File: config.mk
export PLATFORM = sky130hd
export DESIGN_NAME = ihq_ram
export DESIGN_NICKNAME = d
export VERILOG_FILES = /design/src/hw/rtl/ihq_ram.sv
export SDC_FILE = /design/constraint.sdc
export NUM_CORES = 1
export LEC_CHECK = 0
export BUFFER_PORTS_ARGS = -buffer_cell sky130_fd_sc_hd__clkbuf_2
export CAP_MARGIN = 20
export CORE_MARGIN = 2
export CORE_UTILIZATION = 39
export CTS_CLUSTER_DIAMETER = 80
export DETAILED_ROUTE_END_ITERATION = 12
export SETUP_SLACK_MARGIN = 0.4
export SLEW_MARGIN = 30
export SYNTH_ARGS = -nofsm -noshare
export SYNTH_HDL_FRONTEND = slang
export SYNTH_SLANG_ARGS = --single-unit
File: constraint.sdc
create_clock -name clk -period 2.3 [get_ports clk]
set_input_delay 0.23 -clock clk [delete_from_list [all_inputs] [get_ports clk]]
set_output_delay 0.23 -clock clk [all_outputs]
set_load 0.05 [all_outputs]
File: src/hw/rtl/ihq_ram.sv
// Generic single-write, single-read RAM with registered read data.
module ihq_ram #(
  parameter int WIDTH = 8,
  parameter int DEPTH = 16
) (
  input  logic                     clk,
  input  logic                     we,
  input  logic [$clog2(DEPTH)-1:0] waddr,
  input  logic [WIDTH-1:0]         wdata,
  input  logic [$clog2(DEPTH)-1:0] raddr,
  output logic [WIDTH-1:0]         rdata
);

  logic [WIDTH-1:0] mem [DEPTH];

  always_ff @(posedge clk) begin
    if (we) begin
      mem[waddr] <= wdata;
    end
    rdata <= mem[raddr];
  end

endmodule

==> results of run 1 <==
-- layout by cell type (no fill, tap or decap) --
cell and count:
nand2_1 9, clkbuf_16 17, clkinv_2 1, edfxtp_1 128, nor2_1 13, dfxtp_1 8, or3b_2 1, clkbuf_1 5
buf_4 17, mux4_1 14, buf_12 2, clkbuf_2 25, and2b_1 1, mux4_2 18, a22oi_1 16, bufinv_16 1
clkinv_1 3, nor3_1 4, nand2b_1 2, clkbuf_8 4, nor2b_1 1, nand3b_1 2, nand3_1 1, and2_1 1
-- sequential cells by signal, summed over array words and instances, names as in the netlist --
register and flops:
mem 128, rdata 8
-- worst max path at each step --
stage                     slack (ns)        end  depth (start not counted)      start
after detailed placement        0.55  mem[1][2]                          3   waddr[2]
after floorplan                 0.58  mem[0][0]                          2   waddr[2]
final                           0.89   rdata[2]                          3  mem[1][2]
after global routing            0.86   rdata[3]                          3  mem[5][3]
after CTS                       0.89   rdata[2]                          3  mem[1][2]
after global placement          0.56   rdata[3]                          5   raddr[0]
-- logic make-up after synthesis --
| kind of cell | synth area share |
|---|---|
| flip-flops | 0.778 |
| AO/OA/AOI/OAI | 0.0233 |
| AND/OR/NAND/NOR | 0.0318 |
| multiplexers | 0.150 |
| buffers and inverters | 0.0168 |
-- metal layers --
metal / up-vias / GRT usage
met4: 0 / 0.0491
met2: 65 / 0.219
met5: - / 0
met3: 7 / 0.0417
li1: 1076 / -
met1: 1229 / 0.214
-- metrics by stage --
stage	power, W	area [sq um]
2_1_floorplan	0.00303	5150
3_3_place_gp	0.00315	5570
3_5_place_dp	0.00315	5570
4_1_cts	0.00563	6110
5_1_grt	0.00576	6110
6_report	0.00557	6110
-- power groups by stage --
stage               combinational, W  clock, W  sequential, W
finish                      0.000310   0.00247        0.00279
global route                0.000335   0.00263        0.00279
global placement            0.000312         0        0.00284
detailed placement          0.000315         0        0.00284
CTS                         0.000315   0.00253        0.00279
floorplan                   0.000141         0        0.00289
-- cells in the mapped netlist --
| library cell | n |
|---|---|
| nor2_1 | 13 |
| a22oi_1 | 16 |
| buf_6 | 3 |
| mux4_2 | 18 |
| mux4_1 | 14 |
| edfxtp_1 | 128 |
| buf_2 | 3 |
| or3b_2 | 1 |
| buf_4 | 1 |
| nor2b_1 | 1 |
| clkdlybuf4s25_2 | 3 |
| nand2b_1 | 2 |
| nand3_1 | 1 |
| nand3b_1 | 2 |
| nor3_1 | 4 |
| and2_1 | 1 |
| and2b_1 | 1 |
| dfxtp_1 | 8 |
| nand2_1 | 9 |
-- cell type report --
class | instances | share of cell area
Clock buffer | 26 | 0.0816
Sequential cell | 136 | 0.655
Clock inverter | 5 | 0.00757
Tap cell | 172 | 0.0352
Timing Repair Buffer | 44 | 0.0479
Multi-Input combinational cell | 83 | 0.173
==> key figures, run 1 <==
Worst hold path
  • HP Start: wdata[6]
  • Hold Path Depth: 1
  • Hold crit path type: input port to flop
  • Worst Hold End: mem[2][6]

Timing
  • Final hold vios: 0
  • F_max: 708 MHz
  • Unrepaired setup endpoints after global routing: false
  • Finish-stage setup viols: 0
  • Hold_ws: 0.260 ns
  • Crit path time final: roughly 1.4 ns
  • Setup TNS: 0 ns
  • Max-slew violations: 0
  • Actual slew at the worst max-slew pin: 0.598 ns
  • Slew headroom: 0.600
  • Worst setup margin: between 0.8 and 0.9 ns
  • Max Clock Skew: 0.00530 ns
  • Crit share post-route: 0.614

Logic synthesis
  • Cells after Synth: between 200 and 250
  • Sequential-to-total area share from yosys stat: 0.778
  • Yosys top cell area share: 0.747
  • Synth Cell Area: 5150 sq um
  • Syn_area_per_cell: about 22 sq um
  • Area leader, netlist: edfxtp_1
  • Ys Warns: 0
  • Synth Register Bits: 136
  • Top cells by area, synth: edfxtp_1 (75%), mux4_2 (7.9%), mux4_1 (7.1%)
  • Syn nets: 247
  • Synth cell types: 19

Run
  • Max cap viols: 0

CTS
  • Post-cts hold buffer count: 0
  • Post-CTS setup buffers: 0
  • Clk_lat worst skew: approximately 0.40 ns
  • CTS clk-pin slew, worst paths: ~0.05 ns
  • Cts repair resizes: 0
  • CTS Root Cell: clkbuf_16
  • H-tree depth: 4
  • CTS tree: yes
  • CTS Buffer Depth: 2
  • CTS sink cnt: roughly 140
  • Total CTS buffers: 17

Global routing
  • Largest net degree at the start of global routing: 33
  • Global-route wire length before repair: 15,000 um
  • GRT overflow: 0
  • Total track usage: 0.149
  • Number of global-route vias before repair: 2,490
  • Initial antenna violation count: 0

Setup path
  • Register-to-register setup slack: 0.89 ns
  • Critical Path End Type: flop
  • Crit path required time: 2.59 ns
  • Critical path's slowest cell: mux4_1
  • CP Max Fanout: 1
  • R2r worst-path depth: 3
  • CP max stage delay: slightly above 0.5 ns
  • Critical Path AT: 1.70 ns
  • Reg-to-reg endpoint: rdata[2]
  • Crit path cell chain: mux4_1 > a22oi_1 > nand2_1
  • WS Path Type: flop to flop
  • Crit path max-delay family: multiplexers
  • Reg2reg start: mem[1][2]
  • Worst path bufs/invs: 0
  • Startpoint Class: flop

Detailed routing
  • Drt via density: 5.10
  • Antenna Nets Post-Route: 0
  • DR pass1 iterations: 4
  • Top Layer Used: met4
  • Drt wl/cell: 20.8 um
  • 1st-iter DRT viols: 188
  • Met3 routed WL: 563 um
  • Final wirelength: 9710 um
  • DRC Markers: 0
  • Vias: 2,377
  • Met2 wire len: between 4000 and 5000 um
  • M1 WL: between 4000 and 5000 um

Pwr
  • Reg power frac: 0.501
  • Net switching power figure: 0.00110 W
  • Combinational power share: 0.056
  • Int Pwr: 0.00447 W
  • Pwr dens: 911 nW/um^2
  • VDD IR max: 675 uV
  • Leakage: 2.07 nW
  • Clock power frac: 0.444
  • Switch share: 0.198

Cells and area
  • Share of cells above drive strength 1: 0.293
  • Diode count: 0
  • Sequential cell area: between 4000 and 5000 sq um
  • Fill cells: 1,074
  • Final non-filler cell total: ~470
  • Area Overhead vs Synth: 18.8%
  • Nets: 300
  • Multi-input logic area: 1060 sq um
  • Final core utilization: 0.479

Placement
  • # placed instances: 435
  • Final weighted congestion in routability-driven placement: 0.732
  • Pre-CTS setup slack: about 0.55 ns
  • Detailed Place HPWL: 6200 um
  • Count of port buffers added during placement: 25

Floorplanning
  • Io pins: 26
  • Die X-Extent: 119 um
  • Row count: 41
  • Full die area: 14,100 sq um
  • Die height: 119 um
  • CORE AREA: 12,800 sq um
  • Initial Util: 0.403

Outcome
  • Status: completed
Power figures use the tool's default switching activity.
==> run 2: changes to the inputs <==
==> constraint.sdc (replaced) <==
create_clock -name clk -period 1.34 [get_ports clk]
set_input_delay 0.134 -clock clk [delete_from_list [all_inputs] [get_ports clk]]
set_output_delay 0.134 -clock clk [all_outputs]
set_load 0.05 [all_outputs]
==> run 2 against run 1 <==
First-iteration DRC count decreased by 2.7%. Non-clock buffer count increased by 12. Wire length increased by 2.8%. Register-to-register slack got worse by 0.81 ns. Total power increased by 88%. Design area increased by 8.7%. Global-route usage increased by 0.83 points. Fmax increased by 12%. Sequential share of layout area decreased by 5.1 points. Die area unchanged. Largest power group is now the clock network. Utilization increased by 4.2 points.
==> key figures, run 2 (synthesis gave the netlist of run 1 again) <==
Outcome
  • Status: completed

Detailed routing
  • Antenna Nets Post-Route: 0 (unchanged)
  • Drt wl/cell: 20.8 um (about the same)
  • Drt via density: 5.01 (-1.7%)
  • Vias: 2,401 (+1.0%)
  • DRC Markers: 0 (unchanged)
  • 1st-iter DRT viols: 183 (-2.7%)
  • DR pass1 iterations: 4 (unchanged)
  • Final wirelength: 9980 um (+2.8%)

Setup path
  • Crit path required time: 1.63 ns (-0.96 ns)
  • WS Path Type: flop to flop
  • CP Capture Point: rdata[2]
  • Reg-to-reg endpoint: rdata[2]
  • CP Max Fanout: 1 (unchanged)
  • R2r worst-path depth: 3 (unchanged)
  • Critical Path End Type: flop
  • Startpoint Class: flop
  • Critical Path AT: 1.55 ns (-0.15 ns)
  • Register-to-register setup slack: 0.08 ns (-0.81 ns)
  • Reg2reg start: mem[11][2]
  • CP startpoint: mem[11][2]

Timing
  • Crit share post-route: 0.942 (+0.328)
  • Max Clock Skew: 0.00634 ns (+0.00103 ns)
  • Crit path time final: 1.26 ns (-0.150 ns)
  • Unrepaired setup endpoints after global routing: true
  • Final hold vios: 0 (unchanged)
  • Slew headroom: 0.375 (-0.225)
  • Actual slew at the worst max-slew pin: 0.934 ns (+0.336 ns)
  • F_max: 792 MHz (+12%)
  • Max-slew violations: 0 (unchanged)
  • Finish-stage setup viols: 0 (unchanged)

Global routing
  • Number of global-route vias before repair: 2,590 (+4.0%)
  • Global-route wire length before repair: 15,600 um (+4.3%)
  • GRT met3 Usage: 0.0484 (+0.00670)
  • GR Util met2: 0.244 (+0.0241)
  • Initial antenna violation count: 0 (unchanged)
  • Most used routing layer: met2
  • Largest net degree at the start of global routing: 20 (-39%)
  • GRT overflow: 0 (unchanged)
  • Total track usage: 0.157 (+0.00827)
  • Global Route met1 Usage: 0.213 (-0.00129)

Cells and area
  • Nets: 312 (+4.0%)
  • Most common library cell in the layout ignoring fill and taps: edfxtp_1
  • Regs by FF count: mem x128, rdata x8
  • Share of cells above drive strength 1: 0.502 (+0.209)
  • Final Cell Area: 6650 sq um (+8.7%)
  • Largest register FFs: 128 (unchanged)
  • Diode count: 0 (unchanged)
  • Most frequent cells in the layout: edfxtp_1 (128), mux4_2 (31), clkbuf_16 (21), buf_4 (21), clkbuf_2 (17)
  • Area Overhead vs Synth: 29.1%
  • Most flops, register: mem

CTS
  • CTS tree: yes
  • CTS sink cnt: 136 (unchanged)
  • Post-cts hold buffer count: 0 (unchanged)
  • Total CTS buffers: 17 (unchanged)
  • CTS Buffer Depth: 2 (unchanged)
  • H-tree depth: 4 (unchanged)
  • CTS Root Cell: clkbuf_16
  • CTS clk-pin slew, worst paths: 0.06 ns (about the same)
  • Clk_lat worst skew: 0.41 ns (about the same)

Pwr
  • Leakage: 2.21 nW (+6.5%)
  • Total power: 0.0105 W (+88%)
  • VDD IR max: 1260 uV (+86%)
  • Pwr dens: 1570 nW/um^2 (+73%)

Placement
  • Cell area after placement: 5830 sq um (+4.7%)
  • Count of port buffers added during placement: 25 (unchanged)
  • Detailed Place HPWL: 6440 um (+3.9%)
  • Final weighted congestion in routability-driven placement: 0.700 (-4.3%)

Floorplanning
  • Initial Util: 0.403 (unchanged)
  • Row count: 41 (unchanged)
  • Io pins: 26 (unchanged)
  • Die height: 119 um (unchanged)
  • Die X-Extent: 119 um (unchanged)
  • CORE AREA: 12,800 sq um (unchanged)
  • Full die area: 14,100 sq um (unchanged)

Worst hold path
  • Hold crit path type: input port to flop

Run
  • Max cap viols: 0 (unchanged)
-- run 2: area by class of cell --
cell class,instances,area (sq um)
clock buffer,17,425
fill,984,6130
timing repair buffer,56,603
multi-input combinational,83,1180
sequential,136,4020
clock inverter,15,208
tap,172,215
-- run 2: worst min-delay path by stage --
stage                         from          to  slack, ns  cells past startpoint
final                     wdata[1]   mem[4][1]       0.16                      1
after global routing      wdata[3]  mem[13][3]       0.17                      1
after floorplan           wdata[0]   mem[0][0]       0.23                      0
after global placement    wdata[3]  mem[14][3]       0.56                      1
after CTS                 wdata[3]  mem[13][3]       0.14                      1
after detailed placement  wdata[6]   mem[7][6]       0.57                      1
-- run 2: power by group --
group	internal [W]	switching [W]
registers	0.00476	0.0000447
clock network	0.00327	0.00166
logic	0.000329	0.000382
-- run 2: per-stage QoR --
stage | utilization | std cells | hold slack (ns) | setup slack (ns) | setup TNS [ns]
4_1_cts | 0.518 | 479 | 0.136 | 0.0563 | 0
3_5_place_dp | 0.456 | 447 | 0.575 | -0.227 | -1.38
3_3_place_gp | 0.456 | 447 | 0.558 | -0.211 | -1.35
6_report | 0.520 | 479 | 0.162 | 0.0775 | 0
5_1_grt | 0.520 | 479 | 0.168 | 0.0170 | 0
2_1_floorplan | - | 229 | 0.233 | 0.103 | 0
-- run 2: repair_timing --
| item | CTS | global route |
|---|---|---|
| resized for setup | 31 | 12 |
| pin swaps | 4 | 3 |
| buffers inserted | 0 | 0 |
| setup endpoints to repair | 16 | 24 |
-- run 2: worst max-delay path, stage by stage, from the launching register on --
cell,delay (ns)
edfxtp_1,0.36
mux4_2,0.48
a22oi_2,0.21
nand2_1,0.09
-- run 2: layer usage --
metal | up-vias | wire [um]
li1 | 1092 | -
met1 | 1246 | 4420
met2 | 55 | 4970
met3 | 8 | 476
met4 | 0 | 113
met5 | - | 0
==> run 3: changes to the inputs <==
--- a/config.mk
+++ b/config.mk
@@ -8,9 +8,10 @@
 export BUFFER_PORTS_ARGS = -buffer_cell sky130_fd_sc_hd__clkbuf_2
 export CAP_MARGIN = 20
 export CORE_MARGIN = 2
-export CORE_UTILIZATION = 39
+export CORE_UTILIZATION = 45
 export CTS_CLUSTER_DIAMETER = 80
 export DETAILED_ROUTE_END_ITERATION = 12
+export GPL_TIMING_DRIVEN = 0
 export SETUP_SLACK_MARGIN = 0.4
 export SLEW_MARGIN = 30
 export SYNTH_ARGS = -nofsm -noshare
==> run 3 against run 2 <==
Register-to-register slack worse by 0.04 ns. Highest routed layer unchanged. First-iteration DRC count is 11% higher. Wire length is 5.3% higher. Global-route usage is 2.4 points higher. Critical path type unchanged.
==> key figures, run 3 (synthesis gave the netlist of run 1 again) <==
Detailed routing
  • Drt wl/cell: 23.5 um (+13%)
  • DRC Markers: 0 (unchanged)
  • Drt via density: 5.62 (+12%)
  • Final wirelength: 10,500 um (+5.3%)
  • 1st-iter DRT viols: 204 (+11%)
  • Vias: 2,519 (+4.9%)
  • DR pass1 iterations: 4 (unchanged)
  • Antenna Nets Post-Route: 0 (unchanged)

Setup path
  • WS Path Type: flop to flop
  • Reg2reg start: mem[3][0]
  • Startpoint Class: flop
  • Crit path required time: 1.63 ns (about the same)
  • CP startpoint: mem[3][0]
  • Critical Path AT: 1.58 ns (+0.03 ns)
  • CP Max Fanout: 1 (unchanged)
  • Critical Path End Type: flop

Floorplanning
  • Row count: 39 (-4.9%)
  • Initial Util: 0.457 (+0.0537)
  • CORE AREA: 11,300 sq um (-12%)
  • Die X-Extent: 111 um (-6.7%)
  • Io pins: 26 (unchanged)
  • Die height: 111 um (-6.7%)
  • Full die area: 12,300 sq um (-13%)

Pwr
  • Total power: 0.0101 W (-3.6%)
  • VDD IR max: 672 uV (-47%)
  • Pwr dens: 1520 nW/um^2 (-3.5%)
  • Leakage: 2.19 nW (-1.0%)

Placement
  • Detailed Place HPWL: 6200 um (-3.8%)
  • Final weighted congestion in routability-driven placement: 0.728 (+3.9%)
  • Pre-CTS setup slack: -0.281 ns (-0.0544 ns)
  • Cell area after placement: 5550 sq um (-4.8%)
  • Count of port buffers added during placement: 24 (-4.0%)

Timing
  • Max Clock Skew: 0.00634 ns (+0.00000200 ns)
  • Final hold vios: 0 (unchanged)
  • Max-slew violations: 0 (unchanged)
  • Worst setup margin: 0.0419 ns (-0.0357 ns)
  • Crit share post-route: 0.969 (+0.0266)
  • Actual slew at the worst max-slew pin: 0.873 ns (-0.0608 ns)
  • Crit path time final: 1.30 ns (+0.0357 ns)
  • Finish-stage setup viols: 0 (unchanged)
  • Slew headroom: 0.416 (+0.0407)
  • Unrepaired setup endpoints after global routing: true
  • F_max: 770 MHz (-2.7%)

Global routing
  • Total track usage: 0.181 (+0.0237)
  • Initial antenna violation count: 0 (unchanged)
  • Number of global-route vias before repair: 2,574 (-0.62%)
  • GRT overflow: 0 (unchanged)
  • Largest net degree at the start of global routing: 17 (-15%)
  • Global-route wire length before repair: 15,600 um (about the same)

Cells and area
  • Fill cells: 809 (-18%)
  • Largest register FFs: 128 (unchanged)
  • Most flops, register: mem
  • Share of cells above drive strength 1: 0.495 (-0.00655)
  • Final core utilization: 0.589 (+0.0686)
  • Final Cell Area: 6640 sq um (-0.11%)
  • Most frequent cells in the layout: edfxtp_1 (128), mux4_2 (32), clkbuf_16 (19)
  • Diode count: 0 (unchanged)
  • Sequential cell area: 4010 sq um (about the same)
  • Multi-input logic area: 1180 sq um (+0.11%)
  • Nets: 310 (-0.64%)
  • Regs by FF count: mem x128, rdata x8
  • Area Overhead vs Synth: 29.0%
  • Most common library cell in the layout ignoring fill and taps: edfxtp_1

Worst hold path
  • HP Start: wdata[1]
  • Hold crit path type: input port to flop

Outcome
  • Status: completed

CTS
  • H-tree depth: 4 (unchanged)
  • CTS Buffer Depth: 2 (unchanged)
  • Post-cts hold buffer count: 0 (unchanged)
  • CTS tree: yes
  • Total CTS buffers: 17 (unchanged)
  • CTS Root Cell: clkbuf_16
  • CTS clk-pin slew, worst paths: 0.05 ns (about the same)
  • CTS sink cnt: 136 (unchanged)
  • Clk_lat worst skew: 0.41 ns (about the same)

Run
  • Max cap viols: 0 (unchanged)
==> run 3: critical path, cell delays in order, from the launching register on <==
cell,delay [ns]
edfxtp_1,0.36
mux4_2,0.49
a22oi_2,0.23
nand2_1,0.10
==> run 3: layer usage <==
metal,up-vias,GRT usage,part of all wire
met1,1319,0.248,0.41
met5,-,0,0
met3,17,0.0465,0.068
met4,0,0.0750,0.020
met2,88,0.279,0.50
li1,1095,-,-
==> run 3: power by group <==
part / internal, W / switching, W
logic: 0.000317 / 0.000402
registers: 0.00476 / 0.0000350
clock network: 0.00288 / 0.00167
==> run 3: layout make-up <==
class                      count  area share
tap                          143      0.0270
buffer                        10      0.0181
clock buffer                  21      0.0709
timing repair buffer          44      0.0831
multi-input combinational     83       0.178
clock inverter                11      0.0187
sequential                   136       0.605
==> run 3: worst paths after layout <==
path,end,cells after the start,slack [ns]
worst min-delay path,mem[13][1],1,0.16
worst min register to register,rdata[7],3,0.68
worst max register to register,rdata[0],3,0.04
worst max-delay path,rdata[0],3,0.04
==> run 3: through the flow <==
stage	TNS [ns]	cells	hold WS, ns
2_1_floorplan	0	229	0.233
3_3_place_gp	-16.18	396	0.552
3_5_place_dp	-17.78	396	0.577
4_1_cts	0	441	0.154
5_1_grt	-0.0263	448	0.177
6_report	0	448	0.160
==> run 3: what timing repair did <==
item                       CTS  global route
setup endpoints to repair  108           101
buffers inserted            13             7
pin swaps                   12             7
cloned                       0             0
gates resized for setup     33            16
