**src/hw/rtl/ihq_pkg.sv**
```systemverilog
// Shared types and constants for the indexed max-heap queue.
package ihq_pkg;

  localparam int HEAP_SLOTS   = 1024;
  localparam int VERTEX_COUNT = 1024;
  localparam int IDX_W        = $clog2(HEAP_SLOTS);
  localparam int VTX_W        = $clog2(VERTEX_COUNT);
  localparam int KEY_W        = 32;
  localparam int MAP_W        = IDX_W + 1;
  localparam int ENTRY_W      = KEY_W + VTX_W;

  localparam logic [IDX_W-1:0] SLOT_MAX = IDX_W'(HEAP_SLOTS - 1);

  typedef enum logic [2:0] {
    OP_INSERT  = 3'd0,
    OP_DELMAX  = 3'd1,
    OP_CHGKEY  = 3'd2,
    OP_DELAT   = 3'd3,
    OP_FIND    = 3'd4,
    OP_CLEAR   = 3'd5,
    OP_APPEND  = 3'd6,
    OP_BUILD   = 3'd7
  } op_t;

  typedef enum logic [2:0] {
    ST_OK       = 3'd0,
    ST_FULL     = 3'd1,
    ST_EMPTY    = 3'd2,
    ST_BADPOS   = 3'd3,
    ST_NOTFOUND = 3'd4
  } status_t;

  typedef struct packed {
    logic [2:0]              opcode;
    logic [VTX_W-1:0]        vertex_id;
    logic signed [KEY_W-1:0] key_value;
    logic [IDX_W-1:0]        heap_position;
  } in_word_t;

  typedef struct packed {
    logic [2:0]              status;
    logic [VTX_W-1:0]        top_vertex;
    logic signed [KEY_W-1:0] top_key;
    logic [IDX_W-1:0]        entry_count;
    logic [IDX_W-1:0]        found_position;
  } out_word_t;

  typedef struct packed {
    logic signed [KEY_W-1:0] key;
    logic [VTX_W-1:0]        vtx;
  } entry_t;

  typedef struct packed {
    logic             present;
    logic [IDX_W-1:0] slot;
  } map_t;

endpackage

```
**src/hw/rtl/ihq_key_cmp.sv**
```systemverilog
// Shared signed key comparator used by every sift and key-change step.
module ihq_key_cmp
  import ihq_pkg::*;
(
  input  logic signed [KEY_W-1:0] a,
  input  logic signed [KEY_W-1:0] b,
  output logic                    less
);

  assign less = (a < b);

endmodule
```
**config.mk**
```make
export PLATFORM = sky130hd
export DESIGN_NAME = ihq_key_cmp
export DESIGN_NICKNAME = d
export VERILOG_FILES = /design/src/hw/rtl/ihq_pkg.sv /design/src/hw/rtl/ihq_key_cmp.sv
export SDC_FILE = /design/constraint.sdc
export NUM_CORES = 1
export LEC_CHECK = 0
export BUFFER_PORTS_ARGS = -buffer_cell sky130_fd_sc_hd__buf_2
export CAP_MARGIN = 30
export CORE_MARGIN = 5
export CORE_UTILIZATION = 41
export DETAILED_ROUTE_END_ITERATION = 8
export PLACE_DENSITY = 0.83
export SLEW_MARGIN = 10
export SYNTH_ARGS = -nofsm -noshare
export SYNTH_HDL_FRONTEND = slang
export SYNTH_SLANG_ARGS = --single-unit
export TNS_END_PERCENT = 5
```
**constraint.sdc**
```tcl
create_clock -name vclk -period 3
set_input_delay 0.75 -clock vclk [all_inputs]
set_output_delay 0.75 -clock vclk [all_outputs]
set_load 0.005 [all_outputs]
```
==> results.tsv, run 1 <==
metric	value	unit
finalHoldViolations	0	
final_critical_path_setup_slack	-42.58	ps
worst_hold_launch	a[31]	
power.combinational.fraction	100.0	%
crit_arrival	2290	ps
min_period_over_period	101.4	%
cp_slowest_cell	sky130_fd_sc_hd__or4b_1	
fraction_of_power_spent_switching_nets	44.91	%
worst_path_most_repeated_cell	sky130_fd_sc_hd__buf_2	
timing.critical_path.max_delay_family	simple AND/OR/NAND/NOR gates	
max_freq	0.3287	GHz
maximum_number_of_pins_on_one_net_before_global_route_repair	5	
share_clk_of_total_power	0	%
synthDistinctLibCells	23	
cp_cell_sequence	buf_2, inv_2, ha_4, and3_4, a22o_1, or4b_1, mux2i_1, buf_2	
design_area	1320	um2
seqCellArea	0	um2
slew-limit-headroom	89.67	%
crit_path_max_incr_delay	500	ps
cellPowerDensity	128.8	nW/um2
overflow	0	
holdCritPathClass	in2out	
run_status	finished, violations left	
core.rowCount	15	
vias_in_the_first_global_route	1093	
mappedNetlistArea	789.5	um2
p_leak	0.7797	nW
detailedRoute.firstPassIterationCount	4	
antenna_found_initial	0	
end_of_the_worst_hold_path	less	
setup-violations-final	1	
first_pass_grt_wire_length	3995	um
cap_violations	0	
chipWidth	53.88	um
slew_viols_final	0	
seq_power_share	0	%
seq_cells	0	
place.gp.congestion	0.8420	
drt_first_iter_violations	6	
boundaryPins	65	
intPower	0.09369	mW
syn-instance-count	108	
ys_seq_area_share	0	%
design.die.area	2903	um2
place.port_buffers	65	
tns	-42.58	ps
final.clkbuf_count	0	
yosys_warns	0	
path_class	in2out	
dieHeight	53.88	um
violations	negative setup slack	
post_detail_place_hpwl	2144	um
switching_power	0.07637	mW
total_power	0.1701	mW
route.antenna.remaining_nets	0	
post_synth.cell_area_avg	7.310	um2
timing.critical_path.from_type	input port	
worstMarginPinSlew	150.7	ps
detailed_place.area	1169	um2
initial_utilization	44.28	%
critical_path_buffers_and_inverters	3	
remaining_drc_errors	0	
post_route_cells_drive_above_1_share	51.14	%
synth.net_count	203	
rsz0062_at_grt	yes	
route.final.wire_length	2599	um
via_count	1031	
n_fill_cell	132	
worst_setup_path_end_kind	output pin	
grt.total_usage	17.75	%
period_needed	3043	ps
min_path_cells	4	
design.core.area	1783	um2
timing.critical_path.fanout_max	2	
ir_drop	0.00007717	V
area_growth	67.20	%
worst_ep_required_time	2250	ps
finalNetCount	273	
num_antenna_cells	0	
post_drt_wl_per_cell	12.93	um
vias_per_cell	5.129	
-- cell type report --
| class | instances | area [um2] | share of cell area (%) |
|---|---|---|---|
| Multi-Input combinational cell | 77 | 815.8 | 61.80 |
| Timing Repair Buffer | 68 | 354.1 | 26.82 |
| Inverter | 31 | 118.9 | 9.005 |
| Tap cell | 25 | 31.28 | 2.370 |
-- layer usage --
layer | part of all wire [%] | up-vias | track usage (%)
li1 | - | 514 | -
met1 | 35 | 465 | 16.99
met2 | 55 | 48 | 38.51
met3 | 8.8 | 4 | 1.385
met4 | 1.4 | 0 | 4.681
met5 | 0 | - | 0
-- synth_stat cells --
cell type	instances	share of area, %
sky130_fd_sc_hd__a21boi_1	1	0.95
sky130_fd_sc_hd__nand3_1	6	3.8
sky130_fd_sc_hd__o21ai_0	3	1.9
sky130_fd_sc_hd__nand2_1	3	1.4
sky130_fd_sc_hd__a21o_1	3	2.9
sky130_fd_sc_hd__o21ai_1	1	0.63
sky130_fd_sc_hd__nand4_1	5	4.0
sky130_fd_sc_hd__nand2b_1	1	0.79
sky130_fd_sc_hd__a311oi_2	1	1.9
sky130_fd_sc_hd__inv_1	31	15
sky130_fd_sc_hd__a21oi_1	8	5.1
sky130_fd_sc_hd__a211oi_2	1	1.6
sky130_fd_sc_hd__mux2i_1	1	1.3
sky130_fd_sc_hd__nor3_1	1	0.63
sky130_fd_sc_hd__o21bai_1	1	0.95
sky130_fd_sc_hd__a22o_1	1	1.1
sky130_fd_sc_hd__a31oi_1	2	1.6
sky130_fd_sc_hd__a211o_1	1	1.1
sky130_fd_sc_hd__ha_1	31	49
sky130_fd_sc_hd__nor2_1	2	0.95
sky130_fd_sc_hd__nor2_2	1	0.79
sky130_fd_sc_hd__or4b_1	1	1.3
sky130_fd_sc_hd__and3_1	2	1.6
-- power groups by stage --
stage | Combinational (mW) | Sequential [mW] | Clock [mW]
after floorplan | 0.0750 | 0 | 0
after global placement | 0.130 | 0 | 0
after detailed placement | 0.140 | 0 | 0
after global routing | 0.191 | 0 | 0
after CTS | 0.159 | 0 | 0
final | 0.170 | 0 | 0
-- cells in the final DEF, fill, tap and decap left out, types with 3 or more instances in the layout --
cell type / n
sky130_fd_sc_hd__inv_2: 4
sky130_fd_sc_hd__buf_2: 64
sky130_fd_sc_hd__nand4_1: 5
sky130_fd_sc_hd__inv_1: 26
sky130_fd_sc_hd__a21o_1: 3
sky130_fd_sc_hd__nand2_1: 3
sky130_fd_sc_hd__nand3_1: 5
sky130_fd_sc_hd__ha_4: 9
sky130_fd_sc_hd__buf_4: 3
sky130_fd_sc_hd__ha_1: 22
sky130_fd_sc_hd__a21oi_1: 7
-- cell families (layout without fill, tap and decap cells) --
| family | count (synthesis) | in the layout | synth area share [%] |
|---|---|---|---|
| AND/OR/NAND/NOR | 22 | 22 | 15.21 |
| adder cells (fa/ha/maj) | 31 | 31 | 49.13 |
| buffers and inverters | 31 | 99 | 14.74 |
| multiplexers | 1 | 1 | 1.268 |
| AO/OA/AOI/OAI | 23 | 23 | 19.65 |
-- worst max path at each step --
stage                     cells after the start    to   from  slack [ps]
after global routing                         10  less  b[22]         -90
after global placement                        9  less  a[13]        -100
after floorplan                               8  less  b[22]         150
final                                         8  less  b[30]         -40
after CTS                                    10  less  b[22]         -30
after detailed placement                      9  less  a[22]        -200
-- stage by stage --
| step | instances | setup slack [ps] | util (%) | hold WS [ps] |
|---|---|---|---|---|
| 2_1_floorplan | 108 | 150.6 | - | 1710 |
| 3_3_place_gp | 201 | -96.63 | 65.54 | 1936 |
| 3_5_place_dp | 201 | -195.7 | 65.54 | 1948 |
| 4_1_cts | 201 | -34.51 | 72.42 | 1950 |
| 5_1_grt | 201 | -90.88 | 74.04 | 1958 |
| 6_report | 201 | -42.58 | 74.04 | 1947 |
-- timing repair --
action	in CTS	in global routing
hold buffers	0	0
pin swaps	10	3
resized for setup	18	5
setup endpoints to repair	1	1
buffers inserted	0	0
Note: power is estimated with default switching activity, not from simulation.
==> inputs of run 2 (changes only) <==
ABC_AREA = 1   (was unset)
CORE_UTILIZATION = 45   (was 41)
PLACE_DENSITY = 0.89   (was 0.83)
clock period = 3.7 ns   (was 3 ns; I/O delays follow)
==> run 2 against run 1 <==
Effect of this change: the run now ends clean; total power down 32%; non-clock buffer count down 3; utilization down 5.6 points; first-iteration DRC count down 67%; clock-buffer cell count unchanged; synthesized cell count up 25%; die area down 2.7%; area after synthesis up 6.2%; combinational power down 32%; wire length down 18%.
==> results.tsv, run 2 <==
metric	value	unit	change
post_route_cells_drive_above_1_share	36.50	%	-15 points
synth_common_cells	sky130_fd_sc_hd__inv_1 (38), sky130_fd_sc_hd__ha_1 (31), sky130_fd_sc_hd__nand2_1 (29), sky130_fd_sc_hd__a21oi_1 (14), sky130_fd_sc_hd__nor2_1 (5)		
initial_utilization	48.03	%	+3.7 points
share_clk_of_total_power	0	%	unchanged
number_of_standard_cells_in_the_layout_taps_in_and_fillers_out	225		+12%
post_detail_place_hpwl	2107	um	-1.7%
post_cts_resized	0		-18
timing.critical_path.max_delay_family	compound AO/OA/AOI/OAI gates		
synthDistinctLibCells	17		-26%
total_power	0.1162	mW	-32%
finalNetCount	297		+8.8%
boundaryPins	65		unchanged
largest_cells_by_area_after_synthesis	sky130_fd_sc_hd__ha_1 (46%), sky130_fd_sc_hd__inv_1 (17%), sky130_fd_sc_hd__nand2_1 (13%)		
cts_post_setup_buffers_inserted	0		unchanged
p_leak	0.8487	nW	+8.8%
critPathLaunch	a[31]		
vias_in_the_first_global_route	1004		-8.1%
detailedRoute.firstPassIterationCount	3		-1
seq_cells	0		unchanged
worst_path_most_repeated_cell	sky130_fd_sc_hd__nand2_1		
route.final.wire_length	2124	um	-18%
place.port_buffers	65		unchanged
intPower	0.06108	mW	-35%
holdBufCountCts	0		unchanged
cap_violations	0		unchanged
postLayoutCoreUtil	68.46	%	-5.6 points
synth_most_common_cell	sky130_fd_sc_hd__inv_1		
period_needed	3056	ps	
maximum_number_of_pins_on_one_net_before_global_route_repair	5		unchanged
core.rowCount	15		unchanged
mappedNetlistArea	838.3	um2	+6.2%
cp_cell_sequence	buf_2, ha_1, a21oi_1, o21a_2, nand2_1, a21oi_2, nand2_1, nand2_1, nand2_1, buf_2		
tns	0	ps	+42.58 ps
seqCellArea	0	um2	unchanged
holdCritPathClass	in2out		
overflow	0		unchanged
num_antenna_cells	0		unchanged
grt.total_usage	15.85	%	-1.9 points
power.combinational.fraction	100.0	%	about the same
post_drt_wl_per_cell	9.440	um	-27%
critical_path_buffers_and_inverters	2		-1
timing.critical_path.from_type	input port		
route.antenna.remaining_nets	0		unchanged
worst_setup_path_end_kind	output pin		
worst_ep_required_time	2770	ps	+520 ps
chipWidth	53.16	um	-1.3%
seq_power_share	0	%	unchanged
ys_seq_area_share	0	%	unchanged
final.clkbuf_count	0		unchanged
place.gp.congestion	0.7694		-8.6%
drt_first_iter_violations	2		-4
run_status	finished clean		
fraction_of_power_spent_switching_nets	47.43	%	+2.5 points
synth.net_count	230		+13%
crit_arrival	2130	ps	-160 ps
worst_hold_launch	a[31]		
vias_per_cell	4.529		-12%
design.die.area	2826	um2	-2.7%
via_count	1019		-1.2%
antenna_found_initial	0		unchanged
design.core.area	1745	um2	-2.1%
min_period_over_period	82.60	%	
crit_path_max_incr_delay	340	ps	-160 ps
rsz0062_at_grt	no		
synth_top_area_cell	sky130_fd_sc_hd__ha_1		
switching_power	0.05511	mW	-28%
synth_top_area_share	46.27	%	-2.9 points
cellPowerDensity	97.24	nW/um2	-25%
dieHeight	53.16	um	-1.3%
worstMarginPinSlew	214.0	ps	+63.31 ps
slew-limit-headroom	85.58	%	-4.1 points
setup-violations-final	0		-1
max_freq	0.3272	GHz	
first_pass_grt_wire_length	3567	um	-11%
ir_drop	0.00005113	V	-34%
remaining_drc_errors	0		unchanged
slew_viols_final	0		unchanged
mostFrequentLayoutCells	sky130_fd_sc_hd__buf_2 (65), sky130_fd_sc_hd__inv_1 (38), sky130_fd_sc_hd__ha_1 (31), sky130_fd_sc_hd__nand2_1 (29), sky130_fd_sc_hd__a21oi_1 (14)		
finalHoldViolations	0		unchanged
layout_commonest_cell	sky130_fd_sc_hd__buf_2		
yosys_warns	0		unchanged
syn-instance-count	135		+25%
placed_cells	225		+12%
post_synth.cell_area_avg	6.210	um2	-15%
timing.critical_path.fanout_max	4		+2
area_growth	42.54	%	
path_class	in2out		
cp_slowest_cell	sky130_fd_sc_hd__ha_1		
-- run 2: cell type report --
cell class         instances  area [um2]
fillers                  169       550.5
inverters                 40       150.1
multi-input cells         95       688.2
well taps                 25       31.28
repair buffers            65       325.3
-- run 2: power by group through the flow --
stage / sequential (mW) / clock (mW) / combinational, mW
2_1_floorplan: 0 / 0 / 0.0686
3_3_place_gp: 0 / 0 / 0.111
3_5_place_dp: 0 / 0 / 0.118
4_1_cts: 0 / 0 / 0.118
5_1_grt: 0 / 0 / 0.138
6_report: 0 / 0 / 0.116
-- run 2: path summary, 6_finish.rpt --
path                   end  slack, ps  cells past startpoint
worst max-delay path  less        640                     10
worst min-delay path  less       2370                      5
-- run 2: worst min-delay path: stages --
cell,delay [ps]
sky130_fd_sc_hd__buf_2,80
sky130_fd_sc_hd__ha_1,190
sky130_fd_sc_hd__nand3_1,90
sky130_fd_sc_hd__nand2_1,60
sky130_fd_sc_hd__buf_2,100
-- run 2: routing by layer --
layer  vias up  GRT usage [%]  routed length [um]
met3         2          1.972                 184
met4         0          2.128                  17
li1        555              -                   -
met2        34          33.68                1170
met1       428          16.17                 751
met5         -              0                   0
-- run 2: through the flow --
stage | hold slack [ps] | instance area (um2) | setup WS, ps
after floorplan | 2164 | 838.3 | 921.2
after global placement | 2371 | 1195 | 656.4
after detailed placement | 2381 | 1195 | 634.3
after CTS | 2384 | 1195 | 633.9
after global routing | 2444 | 1195 | 527.5
final | 2374 | 1195 | 644.0
-- run 2: kinds of logic after synthesis --
logic type	count (synthesis)	synth area share (%)
AOI/OAI and AO/OA	23	15.37
adders and majority gates	31	46.27
buffers and inverters	40	17.91
and+or+nand+nor	41	20.45
==> inputs of run 3 (changes only) <==
ABC_AREA = 0   (was 1)
CORE_UTILIZATION = 41   (was 45)
PLACE_DENSITY = 0.83   (was 0.89)
clock period = 3.13 ns   (was 3.7 ns; I/O delays follow)
==> run 3 against run 2 <==
Effect of this change: combinational power up 20%; final cell count is 12% lower; setup slack worse by 640 ps; critical endpoint unchanged.
==> results.tsv, run 3 (synthesis results as in run 1) <==
metric	value	unit	change
run_status	finished clean		
area_growth	51.51	%	
final.clkbuf_count	0		unchanged
rsz0062_at_grt	yes		
drt_first_iter_violations	4		+2
worst_hold_launch	a[31]		
layout_commonest_cell	sky130_fd_sc_hd__buf_2		
fraction_of_power_spent_switching_nets	45.40	%	-2.0 points
timing.critical_path.fanout_max	2		-2
cap_violations	0		unchanged
cellPowerDensity	116.1	nW/um2	+19%
detailed_place.area	1154	um2	-3.5%
mostFrequentLayoutCells	sky130_fd_sc_hd__buf_2 (64), sky130_fd_sc_hd__inv_1 (29), sky130_fd_sc_hd__ha_1 (29), sky130_fd_sc_hd__a21oi_1 (7), sky130_fd_sc_hd__nand3_1 (6)		
detailedRoute.firstPassIterationCount	2		-1
postLayoutCoreUtil	67.09	%	-1.4 points
post_route_cells_drive_above_1_share	43.10	%	+6.6 points
holdCritPathClass	in2out		
route.final.wire_length	2311	um	+8.8%
place.port_buffers	65		unchanged
crit_arrival	2340	ps	+210 ps
min_path_cells	4		-1
seqCellArea	0	um2	unchanged
antenna_found_initial	0		unchanged
seq_power_share	0	%	unchanged
seq_cells	0		unchanged
final_critical_path_setup_slack	8.612	ps	-635.4 ps
path_class	in2out		
via_count	968		-5.0%
core.rowCount	15		unchanged
boundaryPins	65		unchanged
min_period_over_period	99.72	%	
period_needed	3121	ps	
worst_setup_path_end_kind	output pin		
share_clk_of_total_power	0	%	unchanged
power.combinational.fraction	100.0	%	about the same
remaining_drc_errors	0		unchanged
place.gp.congestion	0.8450		+9.8%
post_drt_wl_per_cell	11.61	um	+23%
maximum_number_of_pins_on_one_net_before_global_route_repair	5		unchanged
grt.total_usage	15.58	%	-0.27 points
placed_cells	199		-12%
design_area	1196	um2	+0.10%
end_of_the_worst_hold_path	less		
setup-violations-final	0		unchanged
design.die.area	2903	um2	+2.7%
ir_drop	0.00006233	V	+22%
initial_utilization	44.28	%	-3.7 points
num_antenna_cells	0		unchanged
total_power	0.1389	mW	+20%
worst_ep_required_time	2350	ps	-420 ps
finalHoldViolations	0		unchanged
chipWidth	53.88	um	+1.4%
number_of_standard_cells_in_the_layout_taps_in_and_fillers_out	199		-12%
max_freq	0.3204	GHz	
route.antenna.remaining_nets	0		unchanged
timing.critical_path.from_type	input port		
slew-limit-headroom	82.94	%	-2.6 points
vias_per_cell	4.864		+7.4%
finalNetCount	271		-8.8%
intPower	0.07583	mW	+24%
dieHeight	53.88	um	+1.4%
p_leak	0.7721	nW	-9.0%
first_pass_grt_wire_length	3574	um	+0.20%
design.core.area	1783	um2	+2.2%
place_ws	-96.15	ps	-730.5 ps
switching_power	0.06304	mW	+14%
post_detail_place_hpwl	2141	um	+1.6%
slew_viols_final	0		unchanged
vias_in_the_first_global_route	1008		+0.40%
worstMarginPinSlew	255.9	ps	+41.94 ps
overflow	0		unchanged
run 3: metrics by stage:
| step | hold WS (ps) | setup TNS (ps) |
|---|---|---|
| after global routing | 2050 | -49.76 |
| after global placement | 2002 | -33.25 |
| final | 2010 | 0 |
| after detailed placement | 2007 | -96.15 |
| after floorplan | 1775 | 0 |
| after CTS | 2008 | 0 |
run 3: metal layers:
layer  vias up  part of all wire (%)  global-route usage [%]  routed length (um)
met3         6                   7.9                  0.5540                 183
met2        44                    51                   32.26                1178
met1       410                    39                   16.83                 896
li1        508                     -                       -                   -
met5         -                     0                       0                   0
met4         0                   2.3                   3.404                  53
run 3: layout make-up:
| class | instances | area, um2 |
|---|---|---|
| fillers | 144 | 586.8 |
| inverters | 31 | 118.9 |
| multi-input cells | 77 | 706.9 |
| well taps | 25 | 31.28 |
| repair buffers | 66 | 339.1 |
run 3: timing repair:
| action | CTS | global route |
|---|---|---|
| hold buffers | 0 | 0 |
| buffers inserted | 0 | 0 |
| endpoints found under the setup margin | 1 | 1 |
| gates resized for setup | 6 | 4 |
| pin swaps | 3 | 10 |
run 3: worst max path at each step:
stage | start | endpoint | slack [ps] | depth (start not counted)
finish | a[30] | less | 9 | 7
CTS | a[2] | less | 7 | 9
detailed placement | b[22] | less | -100 | 10
global placement | a[13] | less | -30 | 9
floorplan | b[22] | less | 220 | 8
global route | b[14] | less | -50 | 10
run 3: worst max-delay path, cell delays in order:
cell,delay (ps)
sky130_fd_sc_hd__buf_2,100
sky130_fd_sc_hd__ha_1,290
sky130_fd_sc_hd__and3_1,190
sky130_fd_sc_hd__a22o_1,220
sky130_fd_sc_hd__or4b_1,490
sky130_fd_sc_hd__mux2i_1,130
sky130_fd_sc_hd__buf_2,130
run 3: power groups by stage:
| stage | combinational, mW | sequential, mW | clock (mW) |
|---|---|---|---|
| after floorplan | 0.0718 | 0 | 0 |
| after global placement | 0.122 | 0 | 0 |
| after detailed placement | 0.132 | 0 | 0 |
| after CTS | 0.138 | 0 | 0 |
| after global routing | 0.158 | 0 | 0 |
| final | 0.139 | 0 | 0 |
